File: src/ibfd_pkg.sv
package ibfd_pkg;

   localparam int unsigned CHANNEL_COUNT_DEF = 14;
   localparam int unsigned FRAME_BYTES_DEF   = 32;

   localparam int unsigned BYTE_W    = 8;
   localparam int unsigned VALUE_W   = 16;
   localparam int unsigned CHANNEL_W = 4;
   localparam int unsigned POS_W     = 5;

   localparam logic [VALUE_W-1:0] SUM_INIT = 16'hFFFF;

   // Command queue between the front and the back.
   localparam int unsigned QUEUE_DEPTH = 4;
   localparam int unsigned QPTR_W      = $clog2(QUEUE_DEPTH);
   localparam int unsigned QCNT_W      = $clog2(QUEUE_DEPTH + 1);

   typedef struct packed {
      logic [BYTE_W-1:0] rx_byte;
      logic              frame_start;
   } req_item_type;

   typedef struct packed {
      logic [CHANNEL_W-1:0] channel_index;
      logic [VALUE_W-1:0]   channel_value;
      logic                 last_channel;
   } rsp_item_type;

   typedef enum logic {
      CMD_WRITE = 1'b0,
      CMD_EMIT  = 1'b1
   } cmd_op_type;

   typedef struct packed {
      cmd_op_type           op;
      logic [CHANNEL_W-1:0] index;
      logic [VALUE_W-1:0]   value;
   } cmd_type;

endpackage

File: src/ibfd_front.sv
module ibfd_front #(
   parameter int unsigned CHANNEL_COUNT = ibfd_pkg::CHANNEL_COUNT_DEF,
   parameter int unsigned FRAME_BYTES   = ibfd_pkg::FRAME_BYTES_DEF
) (
   input  logic                  clock,
   input  logic                  reset,
   input  logic                  req_valid,
   output logic                  req_ready,
   input  ibfd_pkg::req_item_type req_item,
   output logic                  cmd_valid,
   input  logic                  cmd_ready,
   output ibfd_pkg::cmd_type     cmd
);
   import ibfd_pkg::*;

   localparam logic [POS_W-1:0] PAYLOAD_END = POS_W'(FRAME_BYTES - 2);
   localparam logic [POS_W-1:0] LAST_POS    = POS_W'(FRAME_BYTES - 1);
   localparam logic [POS_W:0]   CHAN_END    = (POS_W + 1)'(2 + 2 * CHANNEL_COUNT);

   logic [POS_W-1:0]   pos_ff, pos_in;
   logic [VALUE_W-1:0] sum_ff, sum_in;
   logic [BYTE_W-1:0]  hold_ff, hold_in;

   logic [POS_W-1:0]   pos;
   logic [VALUE_W-1:0] sum;
   logic [VALUE_W-1:0] sum_sub;
   logic [POS_W-1:0]   chan_off;
   logic               in_chan;
   logic               accept;
   logic               cmd_want;
   logic [VALUE_W-1:0] rx_sum;

   assign req_ready = cmd_ready;
   assign accept    = req_valid && req_ready;

   assign pos      = req_item.frame_start ? '0 : pos_ff;
   assign sum      = req_item.frame_start ? SUM_INIT : sum_ff;
   assign sum_sub  = sum - {{(VALUE_W - BYTE_W){1'b0}}, req_item.rx_byte};
   assign chan_off = pos - POS_W'(2);
   assign in_chan  = (pos >= POS_W'(2)) && ({1'b0, pos} < CHAN_END);
   assign rx_sum   = {req_item.rx_byte, hold_ff};

   always_comb begin
      pos_in    = pos_ff;
      sum_in    = sum_ff;
      hold_in   = hold_ff;
      cmd_want  = 1'b0;
      cmd.op    = CMD_WRITE;
      cmd.index = chan_off[POS_W-1:1];
      cmd.value = {req_item.rx_byte, hold_ff};

      if (pos < PAYLOAD_END) begin
         if (in_chan) begin
            // Channel bytes alternate low, high; the pair is written on the high byte.
            if (!chan_off[0]) begin
               hold_in = req_item.rx_byte;
            end else begin
               cmd_want = 1'b1;
            end
         end
      end else if (pos == PAYLOAD_END) begin
         hold_in = req_item.rx_byte;
      end

      if (pos >= LAST_POS) begin
         pos_in = '0;
         sum_in = SUM_INIT;
         if (rx_sum == sum) begin
            cmd_want = 1'b1;
            cmd.op   = CMD_EMIT;
         end
      end else begin
         pos_in = pos + POS_W'(1);
         sum_in = (pos < PAYLOAD_END) ? sum_sub : sum;
      end
   end

   assign cmd_valid = accept && cmd_want;

   always_ff @(posedge clock) begin
      if (reset) begin
         pos_ff  <= '0;
         sum_ff  <= SUM_INIT;
         hold_ff <= '0;
      end else if (accept) begin
         pos_ff  <= pos_in;
         sum_ff  <= sum_in;
         hold_ff <= hold_in;
      end
   end

endmodule

File: src/ibfd_queue.sv
module ibfd_queue (
   input  logic              clock,
   input  logic              reset,
   input  logic              push_valid,
   output logic              push_ready,
   input  ibfd_pkg::cmd_type push_data,
   output logic              pop_valid,
   input  logic              pop_ready,
   output ibfd_pkg::cmd_type pop_data
);
   import ibfd_pkg::*;

   cmd_type entry_ff [QUEUE_DEPTH];

   logic [QPTR_W-1:0] wr_ptr_ff, wr_ptr_in;
   logic [QPTR_W-1:0] rd_ptr_ff, rd_ptr_in;
   logic [QCNT_W-1:0] count_ff, count_in;
   logic              push;
   logic              pop;

   assign push_ready = (count_ff != QCNT_W'(QUEUE_DEPTH));
   assign pop_valid  = (count_ff != '0);
   assign pop_data   = entry_ff[rd_ptr_ff];

   assign push = push_valid && push_ready;
   assign pop  = pop_valid && pop_ready;

   always_comb begin
      wr_ptr_in = push ? wr_ptr_ff + QPTR_W'(1) : wr_ptr_ff;
      rd_ptr_in = pop ? rd_ptr_ff + QPTR_W'(1) : rd_ptr_ff;
      count_in  = count_ff;
      if (push && !pop) begin
         count_in = count_ff + QCNT_W'(1);
      end else if (pop && !push) begin
         count_in = count_ff - QCNT_W'(1);
      end
   end

   always_ff @(posedge clock) begin
      if (reset) begin
         wr_ptr_ff <= '0;
         rd_ptr_ff <= '0;
         count_ff  <= '0;
      end else begin
         wr_ptr_ff <= wr_ptr_in;
         rd_ptr_ff <= rd_ptr_in;
         count_ff  <= count_in;
      end
   end

   always_ff @(posedge clock) begin
      if (push) begin
         entry_ff[wr_ptr_ff] <= push_data;
      end
   end

endmodule

File: src/ibfd_back.sv
module ibfd_back #(
   parameter int unsigned CHANNEL_COUNT = ibfd_pkg::CHANNEL_COUNT_DEF
) (
   input  logic                   clock,
   input  logic                   reset,
   input  logic                   cmd_valid,
   output logic                   cmd_ready,
   input  ibfd_pkg::cmd_type      cmd,
   output logic                   rsp_valid,
   input  logic                   rsp_ready,
   output ibfd_pkg::rsp_item_type rsp_item
);
   import ibfd_pkg::*;

   localparam int unsigned IDX_W = (CHANNEL_COUNT > 1) ? $clog2(CHANNEL_COUNT) : 1;
   localparam logic [CHANNEL_W-1:0] LAST_INDEX = CHANNEL_W'(CHANNEL_COUNT - 1);

   typedef enum logic {
      ST_IDLE,
      ST_EMIT
   } state_type;

   logic [VALUE_W-1:0] store_ff [CHANNEL_COUNT];

   state_type            state_ff, state_in;
   logic [CHANNEL_W-1:0] cnt_ff, cnt_in;
   logic                 rsp_valid_ff, rsp_valid_in;
   rsp_item_type         rsp_item_ff, rsp_item_in;
   logic                 out_free;
   logic                 store_wr;

   assign out_free  = !rsp_valid_ff || rsp_ready;
   // Pending writes wait in the queue until the current burst has read the store.
   assign cmd_ready = (state_ff == ST_IDLE);
   assign store_wr  = cmd_valid && cmd_ready && (cmd.op == CMD_WRITE);

   always_comb begin
      state_in     = state_ff;
      cnt_in       = cnt_ff;
      rsp_valid_in = rsp_valid_ff && !rsp_ready;
      rsp_item_in  = rsp_item_ff;

      unique case (state_ff)
         ST_IDLE: begin
            if (cmd_valid && cmd.op == CMD_EMIT) begin
               state_in = ST_EMIT;
               cnt_in   = '0;
            end
         end
         ST_EMIT: begin
            if (out_free) begin
               rsp_valid_in              = 1'b1;
               rsp_item_in.channel_index = cnt_ff;
               rsp_item_in.channel_value = store_ff[cnt_ff[IDX_W-1:0]];
               rsp_item_in.last_channel  = (cnt_ff == LAST_INDEX);
               cnt_in                    = cnt_ff + CHANNEL_W'(1);
               if (cnt_ff == LAST_INDEX) begin
                  state_in = ST_IDLE;
               end
            end
         end
         default: begin
            state_in = ST_IDLE;
         end
      endcase
   end

   always_ff @(posedge clock) begin
      if (reset) begin
         state_ff     <= ST_IDLE;
         cnt_ff       <= '0;
         rsp_valid_ff <= 1'b0;
      end else begin
         state_ff     <= state_in;
         cnt_ff       <= cnt_in;
         rsp_valid_ff <= rsp_valid_in;
      end
      rsp_item_ff <= rsp_item_in;
   end

   always_ff @(posedge clock) begin
      if (store_wr) begin
         store_ff[cmd.index[IDX_W-1:0]] <= cmd.value;
      end
   end

   assign rsp_valid = rsp_valid_ff;
   assign rsp_item  = rsp_item_ff;

endmodule

File: src/ibus_frame_decoder_top.sv
// Decodes a 32-byte i-bus servo frame fed one byte per item, with frame_start
// marking byte 0. The front takes one byte per cycle while req_ready is high,
// keeps the running checksum, and queues a write for each completed channel
// and an emit command when the received checksum matches; a bad frame
// yields no items. The back owns the channel store and, on an emit, sends
// the channel items in order, one per cycle while rsp_ready is high, the
// final one with last_channel set. During that burst channel writes of the
// next frame wait in a 4-entry command queue, so the front keeps taking
// bytes at one per cycle until that queue fills; the queue depth and the
// burst length set when req_ready drops.
module ibus_frame_decoder_top #(
   parameter int unsigned CHANNEL_COUNT = ibfd_pkg::CHANNEL_COUNT_DEF,
   parameter int unsigned FRAME_BYTES   = ibfd_pkg::FRAME_BYTES_DEF
) (
   input  logic                   clock,
   input  logic                   reset,
   input  logic                   req_valid,
   output logic                   req_ready,
   input  ibfd_pkg::req_item_type req_item,
   output logic                   rsp_valid,
   input  logic                   rsp_ready,
   output ibfd_pkg::rsp_item_type rsp_item
);
   import ibfd_pkg::*;

   cmd_type front_cmd;
   logic    front_cmd_valid;
   logic    front_cmd_ready;
   cmd_type back_cmd;
   logic    back_cmd_valid;
   logic    back_cmd_ready;

   ibfd_front #(
      .CHANNEL_COUNT (CHANNEL_COUNT),
      .FRAME_BYTES   (FRAME_BYTES)
   ) u_front (
      .clock     (clock),
      .reset     (reset),
      .req_valid (req_valid),
      .req_ready (req_ready),
      .req_item  (req_item),
      .cmd_valid (front_cmd_valid),
      .cmd_ready (front_cmd_ready),
      .cmd       (front_cmd)
   );

   ibfd_queue u_queue (
      .clock      (clock),
      .reset      (reset),
      .push_valid (front_cmd_valid),
      .push_ready (front_cmd_ready),
      .push_data  (front_cmd),
      .pop_valid  (back_cmd_valid),
      .pop_ready  (back_cmd_ready),
      .pop_data   (back_cmd)
   );

   ibfd_back #(
      .CHANNEL_COUNT (CHANNEL_COUNT)
   ) u_back (
      .clock     (clock),
      .reset     (reset),
      .cmd_valid (back_cmd_valid),
      .cmd_ready (back_cmd_ready),
      .cmd       (back_cmd),
      .rsp_valid (rsp_valid),
      .rsp_ready (rsp_ready),
      .rsp_item  (rsp_item)
   );

endmodule

File: config.mk
export PLATFORM = sky130hd
export DESIGN_NAME = ibus_frame_decoder_top
export DESIGN_NICKNAME = d
export VERILOG_FILES = /design/src/ibfd_pkg.sv /design/src/ibfd_front.sv /design/src/ibfd_queue.sv /design/src/ibfd_back.sv /design/src/ibus_frame_decoder_top.sv
export SDC_FILE = /design/constraint.sdc
export NUM_CORES = 1
export LEC_CHECK = 0
export BUFFER_PORTS_ARGS = -buffer_cell sky130_fd_sc_hd__buf_2
export CELL_PAD_IN_SITES_DETAIL_PLACEMENT = 0
export CELL_PAD_IN_SITES_GLOBAL_PLACEMENT = 1
export CORE_ASPECT_RATIO = 1.2
export CORE_MARGIN = 4
export CORE_UTILIZATION = 47
export DETAILED_ROUTE_END_ITERATION = 10
export PLACE_DENSITY = 0.79
export SYNTH_ARGS = -nofsm -noshare
export SYNTH_HDL_FRONTEND = slang
export SYNTH_SLANG_ARGS = --single-unit
export TNS_END_PERCENT = 30
File: constraint.sdc
create_clock -name clock -period 7.2 [get_ports clock]
set_input_delay 0.36 -clock clock [delete_from_list [all_inputs] [get_ports clock]]
set_output_delay 0.36 -clock clock [all_outputs]
set_load 0.03 [all_outputs]
=== Word level (Yosys, flattened, before mapping) ===
Memories as Yosys holds them, arrays and structs flattened. A register that Yosys moved wholly into a read port is not among the register bits.
Index checks and enable logic that the tools add are counted.

* Flip-flop bits (word level): 47
* Latch bits: 0
* Memories: 2
* ROM bits: 0
* Word-level logic and storage cells: 89
* Input bits: 13
* Output and inout port bits: 23
* Memory bits (writable): 308

* Equal/unequal tests: 8
* Multiply operators: 0
* Add/subtract/negate cells: 8
* Reductions and logical operators: 21
* Bitwise logic cells: 2
* Shift-type cells: 0
* Divide/modulo/power cells: 0
* Order comparisons: 4
* Multiplexer cells: 33

{| class="wikitable"
|+ Memories
! memory !! words !! width !! rd ports !! clocked after memory_dff !! wr ports !! RTL line !! RTL
|-
| u_back.store_ff || 14 || 16 || 1 || 1 || 1 || ibfd_back.sv:23 || <nowiki>logic [VALUE_W-1:0] store_ff [CHANNEL_COUNT];</nowiki>
|-
| u_queue.entry_ff || 4 || 21 || 1 || 1 || 1 || ibfd_queue.sv:13 || <nowiki>cmd_type entry_ff [QUEUE_DEPTH];</nowiki>
|}

{| class="wikitable"
|+ Operator list
! cell !! count
|-
| two-way mux 16 bit || 3
|-
| two-way mux 8 bit || 4
|-
| equality test 16 bit || 1
|-
| two-way mux 1 bit || 16
|-
| subtractor 16 x 8 -> 16 bit || 1
|-
| logical AND 1 bit || 10
|-
| less-than comparator 5 bit (second input constant) || 2
|-
| two-way mux 5 bit || 2
|-
| two-way mux 4 bit || 2
|-
| case mux 4 bit (2 select lines) || 1
|-
| two-way mux 3 bit || 2
|-
| != test 2 bit (second input constant) || 3
|-
| adder 5 x 1 -> 5 bit (second input constant) || 1
|-
| equality test 5 bit (second input constant) || 1
|-
| greater-or-equal comparator 5 x 2 -> 1 bit (second input constant) || 1
|-
| greater-or-equal comparator 5 bit (second input constant) || 1
|-
| subtractor 5 x 2 -> 5 bit (second input constant) || 1
|-
| adder 2 x 1 -> 2 bit (second input constant) || 2
|-
| adder 4 x 1 -> 4 bit (second input constant) || 1
|-
| equality test 4 bit (second input constant) || 1
|-
| zero test 1 bit || 4
|-
| two-way mux 2 bit || 2
|-
| AND reduction 2 bit || 2
|-
| AND reduction 4 bit || 1
|-
| other kinds (9) || 11
|}

=== Longest topological paths before layout ===
Gate-level depths: netlist of the first run.

* Depth in word-level cells: 13
* Depth in mapped cells: 16
* Mapped depth without buffers: 14

=== Hierarchy ===
A second synthesis of the first run with hierarchy kept.

* Cell total of the unflattened synthesis: 940
* Area, all modules: 15559.9 µm²

{| class="wikitable"
|+ Modules (own cells, without submodules)
! module !! area each (µm²) !! sequential area each (µm²) !! times used !! cells an instance
|-
| ibfd_back || 9756.9 || 7477.2 || 1 || 485
|-
| ibfd_queue || 3517.1 || 2702.6 || 1 || 157
|-
| ibfd_front || 2285.9 || 580.6 || 1 || 298
|}

=== Least setup slack after synthesis of the first run ===
No wires, ideal clock.

* Path type: input to register
* From: in req_item[0] (netlist bit)
* To: mem u_queue.entry_ff[0][0] (netlist bit), enable pin
* Arrival time: 3.569 ns
* Path buffers: 4
* Slack: 3.230 ns
* Cell stages on the path: 10
* Cell sequence: clkbuf_1 > buf_2 > clkbuf_1 > nor2b_1 > ha_1 > clkdlybuf4s50_2 > o21ai_1 > nor4_1 > a31oi_1 > nor2b_1

* Word-level cells in the longest chain between the ends: 11

{| class="wikitable"
|+ RTL lines
! what !! RTL line !! RTL
|-
| from (decl) || ibus_frame_decoder_top.sv:19 || <nowiki>input ibfd_pkg::req_item_type req_item,</nowiki>
|-
| two-way mux 5 bit || ibfd_front.sv:36 || <nowiki>assign pos = req_item.frame_start ? '0 : pos_ff;</nowiki>
|-
| subtractor 5 x 2 -> 5 bit (tied with other cells) || ibfd_front.sv:39 || <nowiki>assign chan_off = pos - POS_W'(2);</nowiki>
|-
| two-way mux 1 bit or logical AND 1 bit (tied branches) || ibfd_front.sv:55, ibfd_front.sv:40 ||
|-
| two-way mux 1 bit || ibfd_front.sv:53 || <nowiki>if (in_chan) begin</nowiki>
|-
| two-way mux 1 bit || ibfd_front.sv:52 || <nowiki>if (pos < PAYLOAD_END) begin</nowiki>
|-
| two-way mux 1 bit || ibfd_front.sv:68 || <nowiki>if (rx_sum == sum) begin</nowiki>
|-
| two-way mux 1 bit (*) || ibfd_front.sv:65 || <nowiki>if (pos >= LAST_POS) begin</nowiki>
|-
| logical AND 1 bit (*) || ibfd_front.sv:78 || <nowiki>assign cmd_valid = accept && cmd_want;</nowiki>
|-
| logical AND 1 bit (*) || ibfd_queue.sv:25 || <nowiki>assign push = push_valid && push_ready;</nowiki>
|-
| two-way mux 1 bit (*) || ibfd_queue.sv:52 || <nowiki>if (push) begin</nowiki>
|-
| two-way mux 1 bit (not written as such) (*) || ibfd_queue.sv:53 || <nowiki>entry_ff[wr_ptr_ff] <= push_data;</nowiki>
|-
| to (decl) || ibfd_queue.sv:13 ||
|}

Mark *: on every way between the ends. The rest lies on a longest branch, timed or not.

=== Final worst setup path of the first run ===
* From: reg u_front.pos_ff[0]
* To: reg u_queue.count_ff[2]

* Word-level cells in the longest chain between the ends: 12

{| class="wikitable"
|+ RTL lines
! what !! RTL line !! RTL
|-
| from (decl) || ibfd_front.sv:20 || <nowiki>logic [POS_W-1:0] pos_ff, pos_in;</nowiki>
|-
| from (signal assigned) || ibfd_front.sv:86 || <nowiki>pos_ff <= pos_in;</nowiki>
|-
| two-way mux 5 bit (*) || ibfd_front.sv:36 ||
|-
| subtractor 5 x 2 -> 5 bit (tied with other cells) || ibfd_front.sv:39 ||
|-
| two-way mux 1 bit or logical AND 1 bit (tied branches) || ibfd_front.sv:55, ibfd_front.sv:40 ||
|-
| two-way mux 1 bit || ibfd_front.sv:53 ||
|-
| two-way mux 1 bit || ibfd_front.sv:52 ||
|-
| two-way mux 1 bit || ibfd_front.sv:68 ||
|-
| two-way mux 1 bit (*) || ibfd_front.sv:65 ||
|-
| logical AND 1 bit (*) || ibfd_front.sv:78 ||
|-
| logical AND 1 bit (*) || ibfd_queue.sv:25 ||
|-
| named net u_queue.push || ibfd_queue.sv:18 || <nowiki>logic push;</nowiki>
|-
| zero test 1 bit || ibfd_queue.sv:34 || <nowiki>end else if (pop && !push) begin</nowiki>
|-
| logical AND 1 bit || ibfd_queue.sv:34 ||
|-
| nonzero test 2 bit (no line) || - ||
|-
| to (signal assigned) || ibfd_queue.sv:47 || <nowiki>count_ff <= count_in;</nowiki>
|-
| to (decl) || ibfd_queue.sv:17 || <nowiki>logic [QCNT_W-1:0] count_ff, count_in;</nowiki>
|}

Mark *: on every way through the listed nets, which the timed path passes. The rest lies on a longest branch.
A chain may end at the register's enable or synchronous reset.

==> qor.csv, run 1 <==
stage,metric,value,unit
run_status,status,"complete, no violations",
setup_path,reg2reg_slack,3.54,ns
setup_path,crit_type,reg2reg,
final_layout,drive_gt1_share,24.0,%
worst_hold_path,holdPathStages,3,
power_and_ir_drop,power.density,331,nW/µm²
setup_path,worstPathMaxFanout,9,
final_layout,final_nets,973,
timing,rsz0062_at_grt,false,
yosys,synthMuxAreaShare,14.3,%
yosys,synthFlopType,edfxtp_1,
worst_hold_path,hold_class,in2reg,
place,dpl.hpwl,18300,µm
timing,setup_viol,0,
timing,tns,0,ns
timing,drv_slew,0,
clocking,cts_buffer_depth,3,
clocking,clk_latency,0.53,ns
timing,finalHoldViolCount,0,
setup_path,crit_path_max_incr_delay,0.60,ns
timing,finalCritPeriodShare,50.9,%
place,port_buffers,35,
setup_path,reg2reg_to,u_queue.count_ff[2],
drt,routedWlPerCell,22.1,µm
drt,drtIter0Drc,682,
yosys,synth_cells,893,
final_layout,diodes,0,
timing,max_freq,273,MHz
yosys,yosys_warnings,0,
setup_path,r2r_start,u_front.pos_ff[0],
clocking,cts_buffers,38,
yosys,synth_edf_count,329,
yosys,async_flop_share,0,%
clocking,postCtsSetupBuffers,0,
final_layout,layout_commonest_cell,edfxtp_1,
clocking,cts_root_buffer,clkbuf_16,
clocking,clkSlewWorstSetupHoldPaths,0.07,ns
clocking,cts_sinks,373,
setup_path,slowest_stage,nor4_1,
floorplanning,io_pins,36,
timing,max_slew.worst_pin.slew,1.24,ns
setup_path,crit_path_frequent_cell,inv_1,
drt,drc_errors,0,
yosys,synth-compound-area-share,4.20,%
drt,viasPerCell,5.76,
clocking,cts_resized,0,
timing,period_needed,3.66,ns
yosys,syn_area_per_cell,17.2,µm²
setup_path,ff2ff_path_depth,13,
drt,drtAntennaViolNets,0,
global_routing,gr-total-overflow,0,
global_routing,grt_pass1_vias,8151,
timing,finClkSkew,0.0349,ns
global_routing,grt_pass1_wl,48000,µm
global_routing,antenna_found_initial,0,
yosys,yosys.area_share.xor_xnor,1.08,%
worst_hold_path,hold_start,rsp_ready,
yosys,synth-seq-cells,373,
power_and_ir_drop,leakage,0.00547,µW
yosys,syn_nets,925,
final_layout,syn_to_final_growth,11.9,%
floorplanning,die_h,206,µm
drt,dr.pass1.iters,5,
floorplanning,start_util,47.7,%
timing,setup_ws,3.54,ns
place,pre_cts_ws,3.05,ns
final_layout,n_fill_cell,2550,
timing,maxSlewHeadroom,17.2,%
final_layout,mostFrequentLayoutCells,"329 x edfxtp_1, 85 x mux4_2, 48 x nor2_1",
power_and_ir_drop,peakVddDrop,0.152,mV
floorplanning,die-area,35700,µm²
setup_path,end_kind,flip-flop,
clocking,ctsHoldBuffers,0,
timing,whs,0.169,ns
setup_path,crit_chain,nand2_1 > inv_1 > ha_1 > o21ai_1 > nor4_1 > a31oi_1 > inv_1 > ha_1 > inv_1 > fa_1 > xor2_1 > or3_1 > a21oi_1,
drt,num_vias,7908,
setup_path,start_kind,flip-flop,
floorplanning,chipWidth,173,µm
yosys,yosysSeqAreaShare,69.9,%
setup_path,critPathRequiredTime,7.64,ns
yosys,synth_top_family_by_area,multiplexers,
clocking,h-tree-depth,2,
global_routing,grtUsageTotal,17.3,%
drt,wl,30300,µm
yosys,synthesis.area,15400,µm²
floorplanning,coreArea,32300,µm²
yosys,yosys.area_share.simple,6.81,%
place,gp_congestion,0.831,
yosys,synth_fa_ha_area_share,1.64,%
global_routing,grt_start_max_net_pins,54,
clocking,cts_tree,built,
floorplanning,rows,72,
yosys,yosysUniqueCellTypes,71,
worst_hold_path,min_to,u_back.rsp_valid,
job,cap_violations,0,
setup_path,cp.arrival,4.11,ns
## synthesized netlist by cell type (3+ instances only)
master	count	area, µm²
edfxtp_1	329	9880
mux4_2	85	1910
nor2_1	51	191
dfxtp_1	44	881
nand2_1	41	154
inv_1	31	116
clkbuf_1	27	101
nor3_1	22	110
a21oi_1	20	100
ha_1	17	213
o21ai_0	17	85.1
mux2_2	16	180
nand3_1	15	75.1
xor2_1	15	131
or3_1	12	75.1
or2_2	11	68.8
mux2i_1	10	100
nand2b_1	10	62.6
nor2b_1	8	50.1
buf_2	7	35.0
and2_1	6	37.5
o31ai_1	6	45.0
and3_1	5	31.3
o22ai_1	5	31.3
a211oi_1	4	30.0
a31oi_1	4	25.0
buf_1	4	15.0
nand4_1	4	25.0
o21a_1	4	30.0
xnor2_1	4	35.0
nor4_1	3	18.8
nor4b_1	3	26.3
o41ai_1	3	26.3
## critical path: cells and delay by family (launching register included)
kind	cells	cell delay, ns
AOI/OAI and AO/OA	3	0.74
xor gates and xnor gates	1	0.15
adders and majority gates	3	0.87
buffers and inverters	3	0.30
DFF	1	0.47
and+or+nand+nor	3	1.05
## state kept, by name, indices dropped and copies added (netlist names), named ones only
register,flops
u_queue.entry_ff,84
u_back.cnt_ff,4
u_back.rsp_item,21
u_front.pos_ff,5
u_front.hold_ff,8
u_queue.wr_ptr_ff,2
u_queue.rd_ptr_ff,2
u_back.rsp_valid,1
u_back.store_ff,224
u_back.state_ff,1
u_front.sum_ff,16
u_queue.count_ff,3
## layout make-up
class	instances	area [µm²]	area share, %
clock buffer	54	1040	6.05
clock inverter	12	165	0.959
inverter	31	116	0.676
multi-input combinational	446	4330	25.1
sequential	373	10800	62.5
tap	407	509	2.96
timing repair buffer	51	295	1.71
## per-stage QoR
step,cell area [µm²],std cells,util [%],power (µW)
after detailed placement,16000,1308,49.6,3860
after floorplan,15400,893,-,3560
after global routing,17200,1374,53.4,5970
after global placement,16000,1308,49.6,3830
after CTS,17200,1374,53.4,5750
final,17200,1374,53.4,5700
## logic make-up after synthesis
family	Yosys count
DFF	373
and+or+nand+nor	204
muxes	111
AOI/OAI and AO/OA	93
buffers and inverters	74
xor gates and xnor gates	19
adders and majority gates	19
## layer usage
| metal | global-route usage [%] | wire length (µm) | vias to the layer above | part of all wire [%] |
|---|---|---|---|---|
| li1 | - | - | 3639 | - |
| met4 | 4.28 | 529 | 0 | 1.7 |
| met1 | 22.5 | 12700 | 4047 | 42 |
| met2 | 30.9 | 16000 | 178 | 53 |
| met3 | 2.51 | 1170 | 44 | 3.9 |
| met5 | 0 | 0 | - | 0 |
## power by group
| group | leakage (µW) | switching [µW] | internal [µW] | total (µW) |
|---|---|---|---|---|
| logic | 0.00157 | 604 | 412 | 1020 |
| clock network | 0.000578 | 784 | 1120 | 1910 |
| registers | 0.00333 | 97.6 | 2680 | 2770 |
## how the worst max path moves through the flow
stage	start	endpoint	slack, ns	depth (start not counted)
after floorplan	req_item[0]	u_queue.entry_ff[0][0]	3.23	10
after global placement	req_item[0]	u_queue.count_ff[2]	3.12	15
after detailed placement	req_item[0]	u_queue.count_ff[2]	3.05	15
after CTS	u_front.pos_ff[1]	u_queue.count_ff[2]	3.54	12
after global routing	req_item[0]	u_queue.count_ff[2]	3.21	15
final	u_front.pos_ff[0]	u_queue.count_ff[2]	3.54	13
Power figures use the tool's default switching activity.
==> run 2, diff against run 1 <==
--- a/config.mk
+++ b/config.mk
@@ -12,7 +12,7 @@
 export CORE_MARGIN = 4
 export CORE_UTILIZATION = 47
 export DETAILED_ROUTE_END_ITERATION = 10
-export PLACE_DENSITY = 0.79
+export PLACE_DENSITY = 0.82
 export SYNTH_ARGS = -nofsm -noshare
 export SYNTH_HDL_FRONTEND = slang
 export SYNTH_SLANG_ARGS = --single-unit
==> constraint.sdc (replaced) <==
create_clock -name clock -period 3.29 [get_ports clock]
set_input_delay 0.1645 -clock clock [delete_from_list [all_inputs] [get_ports clock]]
set_output_delay 0.1645 -clock clock [all_outputs]
set_load 0.03 [all_outputs]
==> qor.csv, run 2 (same netlist as run 1, synthesis figures left out) <==
stage,metric,value,unit
run_status,status,"complete, no violations",
setup_path,slowest_stage,fa_1,
drt,num_vias,8243,
floorplanning,start_util,47.7,%
setup_path,path_depth,13,
floorplanning,die_h,206,µm
timing,setup_viol,0,
timing,finalCritPeriodShare,92.8,%
clocking,cts_buffer_depth,3,
timing,finClkSkew,0.0221,ns
floorplanning,chipWidth,173,µm
drt,viasPerCell,5.81,
setup_path,reg2reg_to,u_queue.count_ff[2],
final_layout,syn_to_final_growth,14.2,%
setup_path,start_kind,flip-flop,
timing,tns,0,ns
setup_path,cp-startpoint,u_front.sum_ff[4],
clocking,clk_latency,0.52,ns
floorplanning,die-area,35700,µm²
timing,drv_slew,0,
power_and_ir_drop,peakVddDrop,0.322,mV
final_layout,mostFrequentLayoutCells,"329 x edfxtp_1, 85 x mux4_2, 54 x buf_4",
final_layout,fin_util,54.5,%
final_layout,largest_register_ffs,224,
setup_path,crit_type,reg2reg,
timing,max_freq,328,MHz
clocking,cts_tree,built,
timing,period_needed,3.05,ns
clocking,cts_buffers,37,
timing,max_slew.worst_pin.slew,0.720,ns
setup_path,critPathTopFamily,simple AND/OR/NAND/NOR gates,
setup_path,worstSetupEndpoint,u_queue.count_ff[2],
place,port_buffers,35,
global_routing,grtUsageTotal,17.6,%
global_routing,gr-total-overflow,0,
timing,maxSlewHeadroom,51.6,%
floorplanning,rows,72,
setup_path,reg2reg_slack,0.24,ns
job,cap_violations,0,
power_and_ir_drop,leakage,0.00571,µW
clocking,h-tree-depth,2,
final_layout,diodes,0,
power_and_ir_drop,power.density,713,nW/µm²
clocking,clkSlewWorstSetupHoldPaths,0.07,ns
timing,whs,0.0310,ns
drt,dr.pass1.iters,5,
global_routing,grt_pass1_vias,8429,
place,place_inst,1348,
drt,wl,31000,µm
setup_path,cp.arrival,3.50,ns
setup_path,path_buf_inv,3,
setup_path,ff2ff_path_depth,13,
setup_path,crit_chain,or3_1 > a211oi_2 > o22ai_1 > nor4_2 > buf_4 > a31oi_2 > inv_1 > ha_1 > inv_1 > fa_1 > xor2_1 > or3_1 > a21oi_1,
place,dpl.hpwl,20000,µm
global_routing,grt_start_max_net_pins,40,
clocking,cts_root_buffer,clkbuf_16,
setup_path,end_kind,flip-flop,
timing,rsz0062_at_grt,false,
timing,finalHoldViolCount,0,
drt,drtAntennaViolNets,0,
final_layout,n_fill_cell,2505,
drt,drc_errors,0,
drt,drtIter0Drc,678,
global_routing,grt_pass1_wl,49000,µm
clocking,postCtsSetupBuffers,0,
final_layout,final_nets,1015,
setup_path,worstPathMaxFanout,5,
clocking,cts_sinks,373,
place,gp_congestion,0.863,
global_routing,antenna_found_initial,0,
drt,routedWlPerCell,21.9,µm
final_layout,final_cells,1419,
floorplanning,io_pins,36,
floorplanning,coreArea,32300,µm²
setup_path,r2r_start,u_front.sum_ff[4],
final_layout,layout_commonest_cell,edfxtp_1,
setup_path,critPathRequiredTime,3.73,ns
final_layout,drive_gt1_share,27.8,%
worst_hold_path,hold_class,in2reg,
setup_path,crit_path_max_incr_delay,0.42,ns
==> run 2: worst min-delay path by stage <==
stage | startpoint | slack [ns] | cells past startpoint | end
2_1_floorplan | req_item[3] | 0.26 | 0 | u_queue.entry_ff[0][10]
3_3_place_gp | u_back.cnt_ff[3] | 0.46 | 0 | u_back.rsp_item[20]
3_5_place_dp | u_back.cnt_ff[3] | 0.47 | 0 | u_back.rsp_item[20]
4_1_cts | req_item[8] | 0.01 | 1 | u_queue.entry_ff[0][15]
5_1_grt | req_item[8] | 0.02 | 1 | u_queue.entry_ff[0][15]
6_report | req_item[8] | 0.03 | 1 | u_queue.entry_ff[0][15]
==> run 2: repair_timing <==
item                                    4_1_cts  5_1_grt
resized for setup                             0        1
endpoints found under the setup margin        0        1
hold buffers                                  3        0
hold endpoints to repair                      6        0
==> run 2: per-stage QoR <==
step / total power [µW] / worst slack (ns) / cell area [µm²]
2_1_floorplan: 7790 / 0.117 / 15400
3_3_place_gp: 8470 / 0.260 / 16300
3_5_place_dp: 8530 / 0.220 / 16300
4_1_cts: 12700 / 0.184 / 17600
5_1_grt: 13100 / 0.0206 / 17600
6_report: 12500 / 0.237 / 17600
==> run 2: power breakdown <==
group	total, µW	internal, µW	switching (µW)
combinational	2400	971	1430
clock	4130	2400	1740
sequential	6010	5850	158
==> run 2: layout make-up <==
type | instances | area [µm²] | area share (%)
Sequential cell | 373 | 10800 | 61.3
Timing Repair Buffer | 94 | 651 | 3.70
Tap cell | 407 | 509 | 2.90
Inverter | 31 | 116 | 0.662
Clock inverter | 17 | 154 | 0.876
Clock buffer | 51 | 1040 | 5.92
Multi-Input combinational cell | 446 | 4340 | 24.7
==> run 2: per-layer routing <==
layer	vias up	wire length, µm	track usage [%]
met5	-	0	0
met2	196	16400	32.0
met3	68	1160	2.54
met1	4259	12400	21.7
li1	3720	-	-
met4	0	1010	6.24
==> run 3, diff against run 2 <==
--- a/config.mk
+++ b/config.mk
@@ -13,6 +13,7 @@
 export CORE_UTILIZATION = 47
 export DETAILED_ROUTE_END_ITERATION = 10
 export PLACE_DENSITY = 0.82
+export SETUP_SLACK_MARGIN = 0.3
 export SYNTH_ARGS = -nofsm -noshare
 export SYNTH_HDL_FRONTEND = slang
 export SYNTH_SLANG_ARGS = --single-unit
==> qor.csv, run 3 (same netlist as run 1, synthesis figures left out) <==
stage,metric,value,unit
run_status,status,"complete, no violations",
place,place_inst,1338,
clocking,h-tree-depth,2,
clocking,cts_sinks,373,
power_and_ir_drop,p_sw,3320,µW
drt,viasPerCell,5.82,
drt,dr.pass1.iters,5,
timing,max_slew.worst_pin.slew,0.821,ns
worst_hold_path,holdPathStages,1,
timing,max_freq,350,MHz
final_layout,diodes,0,
setup_path,end_kind,flip-flop,
clocking,cts_root_buffer,clkbuf_16,
global_routing,grt_start_max_net_pins,39,
job,cap_violations,0,
clocking,clk_latency,0.53,ns
clocking,cts_tree,built,
timing,rsz0062_at_grt,true,
timing,tns,0,ns
place,dpl.hpwl,19300,µm
clocking,clkSlewWorstSetupHoldPaths,0.06,ns
timing,period_needed,2.86,ns
final_layout,drive_gt1_share,28.2,%
worst_hold_path,min_to,u_queue.entry_ff[3][13],
setup_path,r2r_start,u_front.sum_ff[2],
floorplanning,rows,72,
setup_path,reg2reg_slack,0.46,ns
power_and_ir_drop,pwr-share-comb,18.6,%
setup_path,reg2reg_to,u_queue.count_ff[2],
timing,setup_ws,0.430,ns
setup_path,crit_type,in2reg,
clocking,cts_buffer_depth,3,
global_routing,grtUsageTotal,17.9,%
global_routing,grt_pass1_wl,49500,µm
place,port_buffers,35,
power_and_ir_drop,peakVddDrop,0.343,mV
clocking,cts_buffers,37,
timing,finalHoldViolCount,0,
setup_path,critPathRequiredTime,3.73,ns
timing,whs,0.0223,ns
final_layout,mostFrequentLayoutCells,"329 x edfxtp_1, 85 x mux4_2, 47 x nor2_1",
global_routing,grt_pass1_vias,8519,
drt,drtIter0Drc,679,
worst_hold_path,hold_class,in2reg,
floorplanning,die-area,35700,µm²
drt,drtAntennaViolNets,0,
final_layout,syn_to_final_growth,14.6,%
drt,num_vias,8207,
worst_hold_path,hold_start,req_item[6],
final_layout,final_cells,1411,
global_routing,antenna_found_initial,0,
timing,setup_viol,0,
floorplanning,io_pins,36,
floorplanning,start_util,47.7,%
timing,drv_slew,0,
drt,routedWlPerCell,22.2,µm
drt,drc_errors,0,
power_and_ir_drop,power.density,714,nW/µm²
timing,maxSlewHeadroom,44.8,%
global_routing,gr-total-overflow,0,
final_layout,largest_register_ffs,224,
power_and_ir_drop,clockPowerShare,33.1,%
drt,wl,31300,µm
floorplanning,chipWidth,173,µm
final_layout,layout_commonest_cell,edfxtp_1,
setup_path,cp.arrival,3.30,ns
power_and_ir_drop,power.share.switching,26.4,%
timing,finClkSkew,0.0221,ns
floorplanning,die_h,206,µm
setup_path,start_kind,input pin,
setup_path,worstPathMaxFanout,11,
power_and_ir_drop,leakage,0.00569,µW
floorplanning,coreArea,32300,µm²
place,gp_congestion,0.845,
power_and_ir_drop,internal_power,9270,µW
final_layout,final_nets,1008,
power_and_ir_drop,pwr-share-seq,48.3,%
timing,finalCritPeriodShare,86.9,%
place,pre_cts_ws,0.245,ns
setup_path,ff2ff_path_depth,13,
-- run 3: area by class of cell --
cell class / instances / area, µm²
Clock buffer: 49 / 1010
Clock inverter: 18 / 201
Fill cell: 2485 / 14600
Inverter: 31 / 116
Multi-Input combinational cell: 446 / 4370
Sequential cell: 373 / 10800
Tap cell: 407 / 509
Timing Repair Buffer: 87 / 656
-- run 3: how the worst max path moves through the flow --
stage,startpoint,end,cells after the start
2_1_floorplan,req_item[0],u_queue.count_ff[2],16
3_3_place_gp,req_item[0],u_queue.count_ff[2],14
3_5_place_dp,u_front.hold_ff[4],u_queue.count_ff[2],13
4_1_cts,u_front.pos_ff[0],u_queue.count_ff[2],14
5_1_grt,u_front.sum_ff[4],u_queue.count_ff[2],13
6_report,req_item[2],u_queue.count_ff[2],15
-- run 3: worst max-delay path, cell delays in order --
cell and delay, ns:
dlygate4sd3_1 0.54, buf_4 0.18, or3_4 0.38, a211oi_4 0.22, o22ai_2 0.14, nor4_2 0.15, buf_4 0.16, a31oi_2 0.09
inv_1 0.07, ha_2 0.18, inv_1 0.06, fa_2 0.38, xor2_1 0.15, or3_1 0.30, a21oi_1 0.13
-- run 3: power by group through the flow --
stage          Sequential (µW)  Clock [µW]  Combinational [µW]
3_3_place_gp              6160           0                2300
2_1_floorplan             6190           0                1600
6_report                  6080        4170                2340
3_5_place_dp              6180           0                2350
5_1_grt                   6130        4450                2570
4_1_cts                   6090        4250                2380
-- run 3: stage by stage --
| step | power, µW | instance area (µm²) | utilization (%) |
|---|---|---|---|
| 2_1_floorplan | 7800 | 15500 | - |
| 3_5_place_dp | 8530 | 16300 | 50.7 |
| 3_3_place_gp | 8460 | 16300 | 50.7 |
| 6_report | 12600 | 17600 | 54.7 |
| 5_1_grt | 13100 | 17600 | 54.7 |
| 4_1_cts | 12700 | 17600 | 54.6 |
-- run 3: per-layer routing --
| layer | vias up | routed length (µm) | share of wire [%] | global-route usage (%) |
|---|---|---|---|---|
| li1 | 3699 | - | - | - |
| met1 | 4222 | 12200 | 39 | 22.1 |
| met2 | 233 | 17000 | 54 | 33.3 |
| met3 | 53 | 1350 | 4.3 | 2.29 |
| met4 | 0 | 728 | 2.3 | 5.10 |
| met5 | - | 0 | 0 | 0 |
-- run 3: repair_timing --
| action | CTS | global route |
|---|---|---|
| pin swaps | 3 | 1 |
| hold endpoints to repair | 17 | 0 |
| gates resized for setup | 2 | 7 |
| setup endpoints to repair | 1 | 1 |
| gates cloned | 0 | 0 |
| hold buffers | 5 | 0 |
| setup buffers | 0 | 1 |
